**config.mk**
```make
export PLATFORM = sky130hd
export DESIGN_NAME = battery_voltage_to_charge_percent
export DESIGN_NICKNAME = d
export VERILOG_FILES = /design/src/rtl/core/bvcp_pkg.sv /design/src/rtl/core/bvcp_serdiv.sv /design/src/rtl/core/bvcp_sermul.sv /design/src/rtl/core/battery_voltage_to_charge_percent.sv
export SDC_FILE = /design/constraint.sdc
export NUM_CORES = 1
export LEC_CHECK = 0
export BUFFER_PORTS_ARGS = -buffer_cell sky130_fd_sc_hd__buf_2
export CAP_MARGIN = 20
export CORE_MARGIN = 1
export CORE_UTILIZATION = 30
export CTS_CLUSTER_DIAMETER = 60
export DETAILED_ROUTE_END_ITERATION = 10
export PLACE_DENSITY = 0.44
export SYNTH_ARGS = -nofsm -noshare
export SYNTH_HDL_FRONTEND = slang
export SYNTH_HIERARCHICAL = 1
export SYNTH_SLANG_ARGS = --single-unit
```
**constraint.sdc**
```tcl
create_clock -name clk -period 14.1 [get_ports clk]
set_clock_uncertainty 0.1 [all_clocks]
set_input_delay 1.41 -clock clk [delete_from_list [all_inputs] [get_ports clk]]
set_output_delay 1.41 -clock clk [all_outputs]
set_load 0.05 [all_outputs]
```
**src/rtl/core/bvcp_pkg.sv**
```systemverilog
// ----------------------------------------------------------------------------
// bvcp_pkg: shared definitions for the battery charge estimator
// Field widths, register reset value, discharge curve points and the status
// type that the serial arithmetic units report through.
// ----------------------------------------------------------------------------
package bvcp_pkg;

	localparam int SAMPLES_DEF = 8;
	localparam int SAMPLES_MAX = 32;

	localparam int SAMPLE_W = 12;
	localparam int RATIO_W  = 12;
	localparam int MV_W     = 16;
	localparam int PCT_W    = 7;
	localparam int SUM_W    = 18;
	localparam int CNT_W    = 6;

	// Divider operand widths: the sum is the widest dividend, and the
	// largest divisor is the 200 mV span of the lowest curve segment.
	localparam int DIV_DW = SUM_W;
	localparam int DIV_VW = 8;

	// Q4.8 ratio: the product is shifted right by this many bits.
	localparam int FRAC_W = 8;

	localparam logic [RATIO_W-1:0] RATIO_RESET = 12'd512;

	localparam int CURVE_PTS = 9;
	localparam int SPAN_PCT_W = 4;
	localparam int DIFF_W = 8;
	localparam int NUM_W = DIFF_W + SPAN_PCT_W;

	localparam logic [MV_W-1:0] CURVE_MV [CURVE_PTS] = '{
		16'd4200, 16'd4100, 16'd4000, 16'd3900, 16'd3800,
		16'd3700, 16'd3600, 16'd3500, 16'd3300
	};
	localparam logic [PCT_W-1:0] CURVE_PCT [CURVE_PTS] = '{
		7'd100, 7'd90, 7'd80, 7'd65, 7'd50, 7'd35, 7'd20, 7'd10, 7'd0
	};

	typedef struct packed {
		logic busy;
		logic done;
	} ser_sts_t;

endpackage

```
**src/rtl/core/bvcp_serdiv.sv**
```systemverilog
// ----------------------------------------------------------------------------
// bvcp_serdiv: bit-serial restoring divider
// Produces one quotient bit per cycle, most significant first; a request
// ends with a one-cycle done pulse.
// ----------------------------------------------------------------------------
module bvcp_serdiv #(
	parameter int DW = bvcp_pkg::DIV_DW,
	parameter int VW = bvcp_pkg::DIV_VW
) (
	input  logic               clk,
	input  logic               arst_n,
	input  logic               start,
	input  logic [DW-1:0]      dividend,
	input  logic [VW-1:0]      divisor,
	output logic [DW-1:0]      quotient,
	output bvcp_pkg::ser_sts_t sts
);
	import bvcp_pkg::*;

	localparam int CW = $clog2(DW + 1);

	logic [DW-1:0] quo_q;
	logic [VW-1:0] rem_q;
	logic [VW-1:0] dvs_q;
	logic [CW-1:0] cnt_q;
	logic          busy_q;
	logic          done_q;

	logic [VW:0]   trial;
	logic          fits;

	// The remainder stays below the divisor, so the trial value needs
	// only one extra bit.
	assign trial = {rem_q, quo_q[DW-1]};
	assign fits  = trial >= {1'b0, dvs_q};

	always_ff @(posedge clk or negedge arst_n) begin
		if (!arst_n) begin
			busy_q <= 1'b0;
			done_q <= 1'b0;
			cnt_q  <= '0;
		end else begin
			done_q <= 1'b0;
			if (start) begin
				busy_q <= 1'b1;
				cnt_q  <= CW'(DW);
			end else if (busy_q) begin
				if (cnt_q == CW'(1)) begin
					busy_q <= 1'b0;
					done_q <= 1'b1;
				end
				cnt_q <= cnt_q - CW'(1);
			end
		end
	end

	always_ff @(posedge clk) begin
		if (start) begin
			quo_q <= dividend;
			rem_q <= '0;
			dvs_q <= divisor;
		end else if (busy_q) begin
			quo_q <= {quo_q[DW-2:0], fits};
			rem_q <= fits ? VW'(trial - {1'b0, dvs_q}) : trial[VW-1:0];
		end
	end

	assign quotient = quo_q;
	assign sts      = '{busy: busy_q, done: done_q};

endmodule

```
**src/rtl/core/bvcp_sermul.sv**
```systemverilog
// ----------------------------------------------------------------------------
// bvcp_sermul: shift-and-add multiplier
// Consumes one multiplier bit per cycle, least significant first; a request
// ends with a one-cycle done pulse.
// ----------------------------------------------------------------------------
module bvcp_sermul #(
	parameter int W = bvcp_pkg::RATIO_W
) (
	input  logic               clk,
	input  logic               arst_n,
	input  logic               start,
	input  logic [W-1:0]       mcand,
	input  logic [W-1:0]       mplier,
	output logic [2*W-1:0]     product,
	output bvcp_pkg::ser_sts_t sts
);
	import bvcp_pkg::*;

	localparam int CW = $clog2(W + 1);

	logic [2*W-1:0] acc_q;
	logic [W-1:0]   mcand_q;
	logic [CW-1:0]  cnt_q;
	logic           busy_q;
	logic           done_q;

	logic [W:0]     psum;

	// The low half of the accumulator starts out holding the multiplier and
	// is shifted out as the product bits shift in from the top.
	assign psum = {1'b0, acc_q[2*W-1:W]} + (acc_q[0] ? {1'b0, mcand_q} : '0);

	always_ff @(posedge clk or negedge arst_n) begin
		if (!arst_n) begin
			busy_q <= 1'b0;
			done_q <= 1'b0;
			cnt_q  <= '0;
		end else begin
			done_q <= 1'b0;
			if (start) begin
				busy_q <= 1'b1;
				cnt_q  <= CW'(W);
			end else if (busy_q) begin
				if (cnt_q == CW'(1)) begin
					busy_q <= 1'b0;
					done_q <= 1'b1;
				end
				cnt_q <= cnt_q - CW'(1);
			end
		end
	end

	always_ff @(posedge clk) begin
		if (start) begin
			acc_q   <= {{W{1'b0}}, mplier};
			mcand_q <= mcand;
		end else if (busy_q) begin
			acc_q <= {psum, acc_q[W-1:1]};
		end
	end

	assign product = acc_q;
	assign sts     = '{busy: busy_q, done: done_q};

endmodule

```
**src/rtl/core/battery_voltage_to_charge_percent.sv**
```systemverilog
// ----------------------------------------------------------------------------
// battery_voltage_to_charge_percent: battery voltage and charge estimator
// Averages groups of pin readings, scales them by the divider ratio and maps
// the battery voltage onto a Li-ion discharge curve.
// ----------------------------------------------------------------------------
//
// Channel   Direction  Handshake               Payload
// in        sink       in_valid / in_ready     sample_mv
// out       source     out_valid / out_ready   battery_mv, charge_percent
// cfg       sink       cfg_valid / cfg_ready   divider_ratio_q8
//
// A reading that does not close a group leaves the input ready. The reading
// that closes a group holds off new readings until its result is registered:
// the shared serial divider runs 18 steps for the average and 18 more for the
// curve interpolation, and the shift-and-add multiplier runs 12 steps for the
// ratio. A voltage at or past either curve end skips the second divider pass.
// Reset clears the sum, the count, the state and the output valid, and loads
// the ratio with 2.0. A stalled output holds its result while further readings
// of the next group are still taken; the next result waits in the last step.
//
module battery_voltage_to_charge_percent #(
	parameter int SAMPLES_PER_READING = bvcp_pkg::SAMPLES_DEF
) (
	input  logic                          clk,
	input  logic                          arst_n,

	input  logic                          in_valid,
	output logic                          in_ready,
	input  logic [bvcp_pkg::SAMPLE_W-1:0] sample_mv,

	output logic                          out_valid,
	input  logic                          out_ready,
	output logic [bvcp_pkg::MV_W-1:0]     battery_mv,
	output logic [bvcp_pkg::PCT_W-1:0]    charge_percent,

	input  logic                          cfg_valid,
	output logic                          cfg_ready,
	input  logic [bvcp_pkg::RATIO_W-1:0]  divider_ratio_q8
);
	import bvcp_pkg::*;

	// Group size, held to the supported range.
	localparam int GROUP = (SAMPLES_PER_READING < 1) ? 1 :
		(SAMPLES_PER_READING > SAMPLES_MAX) ? SAMPLES_MAX : SAMPLES_PER_READING;

	localparam logic [2:0] ST_IDLE    = 3'd0;
	localparam logic [2:0] ST_AVG_GO  = 3'd1;
	localparam logic [2:0] ST_AVG     = 3'd2;
	localparam logic [2:0] ST_MUL     = 3'd3;
	localparam logic [2:0] ST_PCT     = 3'd4;
	localparam logic [2:0] ST_PCT_DIV = 3'd5;
	localparam logic [2:0] ST_OUT     = 3'd6;

	logic [2:0]         state_q;
	logic [SUM_W-1:0]   sum_q;
	logic [CNT_W-1:0]   count_q;
	logic [RATIO_W-1:0] ratio_q;
	logic [MV_W-1:0]    mv_q;
	logic [PCT_W-1:0]   pct_q;
	logic [PCT_W-1:0]   base_q;
	logic               out_valid_q;
	logic [MV_W-1:0]    battery_mv_q;
	logic [PCT_W-1:0]   charge_percent_q;

	logic               in_take;
	logic               out_load;

	logic               div_start;
	logic [DIV_DW-1:0]  div_dividend;
	logic [DIV_VW-1:0]  div_divisor;
	logic [DIV_DW-1:0]  div_quo;
	ser_sts_t           div_sts;

	logic [2*RATIO_W-1:0] mul_prod;
	ser_sts_t             mul_sts;

	// Curve segment lookup on the registered battery voltage.
	logic                  seg_hi;
	logic                  seg_lo;
	logic [MV_W-1:0]       seg_mv_lo;
	logic [PCT_W-1:0]      seg_pct_lo;
	logic [SPAN_PCT_W-1:0] seg_span_pct;
	logic [DIV_VW-1:0]     seg_span_mv;
	logic [DIFF_W-1:0]     seg_diff;
	logic [NUM_W-1:0]      seg_num;

	assign cfg_ready = 1'b1;
	assign in_ready  = (state_q == ST_IDLE);
	assign in_take   = in_valid && in_ready;
	assign out_load  = (state_q == ST_OUT) && (!out_valid_q || out_ready);

	always_comb begin
		seg_hi       = mv_q >= CURVE_MV[0];
		seg_lo       = mv_q <= CURVE_MV[CURVE_PTS-1];
		seg_mv_lo    = CURVE_MV[CURVE_PTS-1];
		seg_pct_lo   = CURVE_PCT[CURVE_PTS-1];
		seg_span_pct = '0;
		seg_span_mv  = DIV_VW'(1);
		// Segments are disjoint; a voltage equal to a point falls into the
		// segment below that point.
		for (int i = 0; i < CURVE_PTS - 1; i++) begin
			if (mv_q <= CURVE_MV[i] && mv_q > CURVE_MV[i+1]) begin
				seg_mv_lo    = CURVE_MV[i+1];
				seg_pct_lo   = CURVE_PCT[i+1];
				seg_span_pct = SPAN_PCT_W'(CURVE_PCT[i] - CURVE_PCT[i+1]);
				seg_span_mv  = DIV_VW'(CURVE_MV[i] - CURVE_MV[i+1]);
			end
		end
		seg_diff = DIFF_W'(mv_q - seg_mv_lo);
		seg_num  = NUM_W'(seg_diff) * NUM_W'(seg_span_pct);
	end

	// The divider is shared between the group average and the interpolation.
	always_comb begin
		if (state_q == ST_AVG_GO) begin
			div_start    = 1'b1;
			div_dividend = sum_q;
			div_divisor  = DIV_VW'(GROUP);
		end else begin
			div_start    = (state_q == ST_PCT) && !seg_hi && !seg_lo;
			div_dividend = DIV_DW'(seg_num);
			div_divisor  = seg_span_mv;
		end
	end

	bvcp_serdiv #(
		.DW (DIV_DW),
		.VW (DIV_VW)
	) u_div (
		.clk      (clk),
		.arst_n   (arst_n),
		.start    (div_start),
		.dividend (div_dividend),
		.divisor  (div_divisor),
		.quotient (div_quo),
		.sts      (div_sts)
	);

	// The average never exceeds the largest reading, so its low bits carry
	// the whole quotient.
	bvcp_sermul #(
		.W (RATIO_W)
	) u_mul (
		.clk     (clk),
		.arst_n  (arst_n),
		.start   ((state_q == ST_AVG) && div_sts.done),
		.mcand   (div_quo[RATIO_W-1:0]),
		.mplier  (ratio_q),
		.product (mul_prod),
		.sts     (mul_sts)
	);

	always_ff @(posedge clk or negedge arst_n) begin
		if (!arst_n) begin
			state_q     <= ST_IDLE;
			sum_q       <= '0;
			count_q     <= '0;
			ratio_q     <= RATIO_RESET;
			out_valid_q <= 1'b0;
		end else begin
			if (cfg_valid && cfg_ready) begin
				ratio_q <= divider_ratio_q8;
			end

			if (out_load) begin
				out_valid_q <= 1'b1;
			end else if (out_ready) begin
				out_valid_q <= 1'b0;
			end

			case (state_q)
				ST_IDLE: begin
					if (in_take) begin
						sum_q <= sum_q + SUM_W'(sample_mv);
						if (count_q + CNT_W'(1) == CNT_W'(GROUP)) begin
							count_q <= '0;
							state_q <= ST_AVG_GO;
						end else begin
							count_q <= count_q + CNT_W'(1);
						end
					end
				end
				ST_AVG_GO: begin
					// The divider has latched the sum, so the next group
					// starts from zero.
					sum_q   <= '0;
					state_q <= ST_AVG;
				end
				ST_AVG: begin
					if (div_sts.done) begin
						state_q <= ST_MUL;
					end
				end
				ST_MUL: begin
					if (mul_sts.done) begin
						state_q <= ST_PCT;
					end
				end
				ST_PCT: begin
					if (seg_hi || seg_lo) begin
						state_q <= ST_OUT;
					end else begin
						state_q <= ST_PCT_DIV;
					end
				end
				ST_PCT_DIV: begin
					if (div_sts.done) begin
						state_q <= ST_OUT;
					end
				end
				ST_OUT: begin
					if (out_load) begin
						state_q <= ST_IDLE;
					end
				end
				default: begin
					state_q <= ST_IDLE;
				end
			endcase
		end
	end

	always_ff @(posedge clk) begin
		// A 24-bit product shifted right by eight always fits in 16 bits, so
		// the battery voltage never needs saturating.
		if ((state_q == ST_MUL) && mul_sts.done) begin
			mv_q <= mul_prod[FRAC_W +: MV_W];
		end
		if (state_q == ST_PCT) begin
			base_q <= seg_pct_lo;
			if (seg_hi) begin
				pct_q <= CURVE_PCT[0];
			end else if (seg_lo) begin
				pct_q <= CURVE_PCT[CURVE_PTS-1];
			end
		end
		if ((state_q == ST_PCT_DIV) && div_sts.done) begin
			pct_q <= base_q + div_quo[PCT_W-1:0];
		end
		if (out_load) begin
			battery_mv_q     <= mv_q;
			charge_percent_q <= pct_q;
		end
	end

	assign out_valid      = out_valid_q;
	assign battery_mv     = battery_mv_q;
	assign charge_percent = charge_percent_q;

`ifndef NO_ASSERTIONS
	// New readings are only taken while both arithmetic units are quiet.
	assert property (@(posedge clk) disable iff (!arst_n)
		in_ready |-> (!div_sts.busy && !mul_sts.busy))
		else $error("reading request taken while an arithmetic unit is busy");

	// A divider result is only ever produced where the sequencer waits for it.
	assert property (@(posedge clk) disable iff (!arst_n)
		div_sts.done |-> (state_q == ST_AVG || state_q == ST_PCT_DIV))
		else $error("divider finished outside a waiting state");

	// The group count never reaches the group size.
	assert property (@(posedge clk) disable iff (!arst_n)
		count_q < CNT_W'(GROUP))
		else $error("group count out of range");

	// A presented result always carries a valid percentage.
	assert property (@(posedge clk) disable iff (!arst_n)
		out_valid |-> (charge_percent <= CURVE_PCT[0]))
		else $error("charge percentage above the top of the curve");
`endif

endmodule
```
==> reports/results.ini <==
[outcome]
status = finished clean

[placement]
port-buffer-count = 53
pre_cts_ws_ns = 7.77
place_hpwl_mm = 17.6
place_congestion = 0.865
place_inst = 1423

[setup_path]
cp-end-kind = register
path_max_fanout = 10
critical_path_class = register to register
cp.required_ns = 14.19
arrival_ns = 6.45
startpoint_type = register

[power_and_ir_drop]
powerDensity_nw_per_um2 = 90.1
peakVddDrop_v = 0.0000758
power_frac_seq_pct = 52.3
clkPwrFrac_pct = 46.0
pwr-share-comb_pct = 1.6
p_leak_nw = 4.86
p_sw_share_pct = 20.0
switchingPower_mw = 0.209
p_int_mw = 0.834

[clock_tree]
cts_sinks = 176
clkLatencyLatePin_ns = 0.43
clkSlewWorstSetupHoldPaths_ns = 0.07
cts_buffers = 17
ctsHoldBuffers = 0
htreeDepth = 4
post_cts_buffers = 0
cts_tree = done
cts_root_buf = clkbuf_16
clockBufferDepth = 2
cts_resized = 0

[detailed_routing]
drc_errors = 0
drtAntennaViolNets = 0
wl_per_cell_um = 16.1
wl_mm = 23.4
drt_iter0_drc = 326
dr.pass1.iters = 4
vias_per_cell = 4.76
vias = 6925

[sta]
hold_viol = 0
finalCritPeriodShare_pct = 45.1
setup_viol = 0
rsz0062_at_grt = false
slew_headroom_pct = 35.6
fin_tns_setup_ns = 0
drv_slew = 0
timing.fmax_mhz = 157
hold_ws_ns = 0.320
fin_ws_ns = 7.74
worst_slew_pin_slew_ns = 0.955
period_needed_ns = 6.36

[global_route]
grt_remaining_overflow = 0
grt.total_usage_pct = 13.9
grt_pass1_wl_mm = 37.7
grt_max_degree = 54
grt_pass1_vias = 6791
antenna_found_initial = 1

[floorplanning]
die_w_um = 187
io_pins = 55
die_y_um = 187
coreArea_um2 = 33600
start_util_pct = 30.5
rows = 67
design.die.area_um2 = 34900

[finish]
drive_gt1_share_pct = 16.3
stdcell_count = 1455
diodes = 0
nFillCells = 3420
fin_nets = 1103
multi_input_area_um2 = 5040
syn_to_final_growth_pct = 12.8
register_area_um2 = 4820

[flow_run]
max-cap-violations = 0

[synthesis]
syn_inst = 951
syn_avg_cell_area_um2 = 10.8
synthesis.area_um2 = 10300
yosysWarnings = 6

[worst_hold_path]
hold_class = register to register

-- power groups by stage --
stage / logic, mW / clock network [mW] / registers (mW)
finish: 0.0171 / 0.480 / 0.545
global route: 0.0194 / 0.514 / 0.546
CTS: 0.0177 / 0.497 / 0.545
detailed placement: 0.0177 / 0 / 0.556
global placement: 0.0174 / 0 / 0.556
floorplan: 0.00868 / 0 / 0.556
-- routing by layer --
layer | global-route usage (%) | routed length, um
met5 | 0 | 0
met4 | 5.52 | 521
met3 | 2.85 | 578
met2 | 22.5 | 11000
met1 | 18.2 | 11300
-- cell type report --
type	instances	area share [%]
clock buffer	21	3.89
multi-input combinational	672	43.5
inverter	69	2.26
tap	448	4.84
timing repair buffer	58	2.62
clock inverter	11	1.20
sequential	176	41.7
-- critical path, cell delays in order (launching register included) --
cell	delay, ns
edfxtp_1	0.53
or4_4	0.61
a2111oi_4	0.35
or3_4	0.21
inv_4	0.04
or4_1	0.53
ha_1	0.32
and3b_1	0.16
a31oi_1	0.12
o21ai_0	0.10
a211oi_1	0.51
mux2i_1	0.15
nor2_1	0.15
a21oi_1	0.08
fa_1	0.56
inv_1	0.05
ha_1	0.22
nor3_1	0.17
o2111ai_1	0.16
and3_1	0.21
o21ai_0	0.14
nor2b_1	0.19
o31a_1	0.15
o31ai_1	0.06
mux2_2	0.26
-- cell usage in the layout, fill, tap and decap left out, types with 6 or more instances in the layout --
cell	n
edfxtp_1	103
nor2_1	71
inv_1	67
nand2_1	65
ha_1	64
buf_2	53
dfrtp_1	52
mux2_2	44
o21ai_0	38
a21oi_1	37
nand3_1	35
xnor2_1	27
and2_1	24
dfxtp_1	20
a21o_1	18
xor2_1	18
clkbuf_16	17
nor2b_1	16
fa_1	16
nand2b_1	15
nor3_1	15
mux2i_1	12
o211ai_1	11
nand4_1	10
o31ai_1	9
a211oi_1	8
and3_1	7
or2_2	6
-- final timing paths --
check                      startpoint                  to  slack [ns]  cells past startpoint
min in group asynchronous      arst_n           sum_q[11]        1.04                      2
setup / recovery              mv_q[0]  u_div/quotient[11]        7.74                     24
setup reg to reg              mv_q[0]  u_div/quotient[11]        7.74                     24
max in group asynchronous      arst_n          ratio_q[8]       12.37                      2
hold / removal               pct_q[6]   charge_percent[6]        0.32                      0
hold reg to reg              pct_q[6]   charge_percent[6]        0.32                      0
-- metrics by stage --
| step | instance area [um2] | power (mW) | utilization, % |
|---|---|---|---|
| 3_3_place_gp | 11000 | 0.573 | 32.7 |
| 5_1_grt | 11600 | 1.08 | 34.4 |
| 3_5_place_dp | 11000 | 0.574 | 32.7 |
| 4_1_cts | 11600 | 1.06 | 34.4 |
| 6_report | 11600 | 1.04 | 34.4 |
| 2_1_floorplan | 10300 | 0.564 | - |
-- state kept, by name (all words and copies together) (netlist names), 3 cells and up --
register and flops:
u_mul/product 24, sum_q 18, u_div/quotient 18, battery_mv 16
mv_q 16, ratio_q 12, u_mul/mcand_q 12, u_div/dvs_q 8
u_div/rem_q 8, base_q 7, charge_percent 7, pct_q 7
count_q 6, u_div/cnt_q 5, u_mul/cnt_q 4, state_q 3
Power figures use the tool's default switching activity.
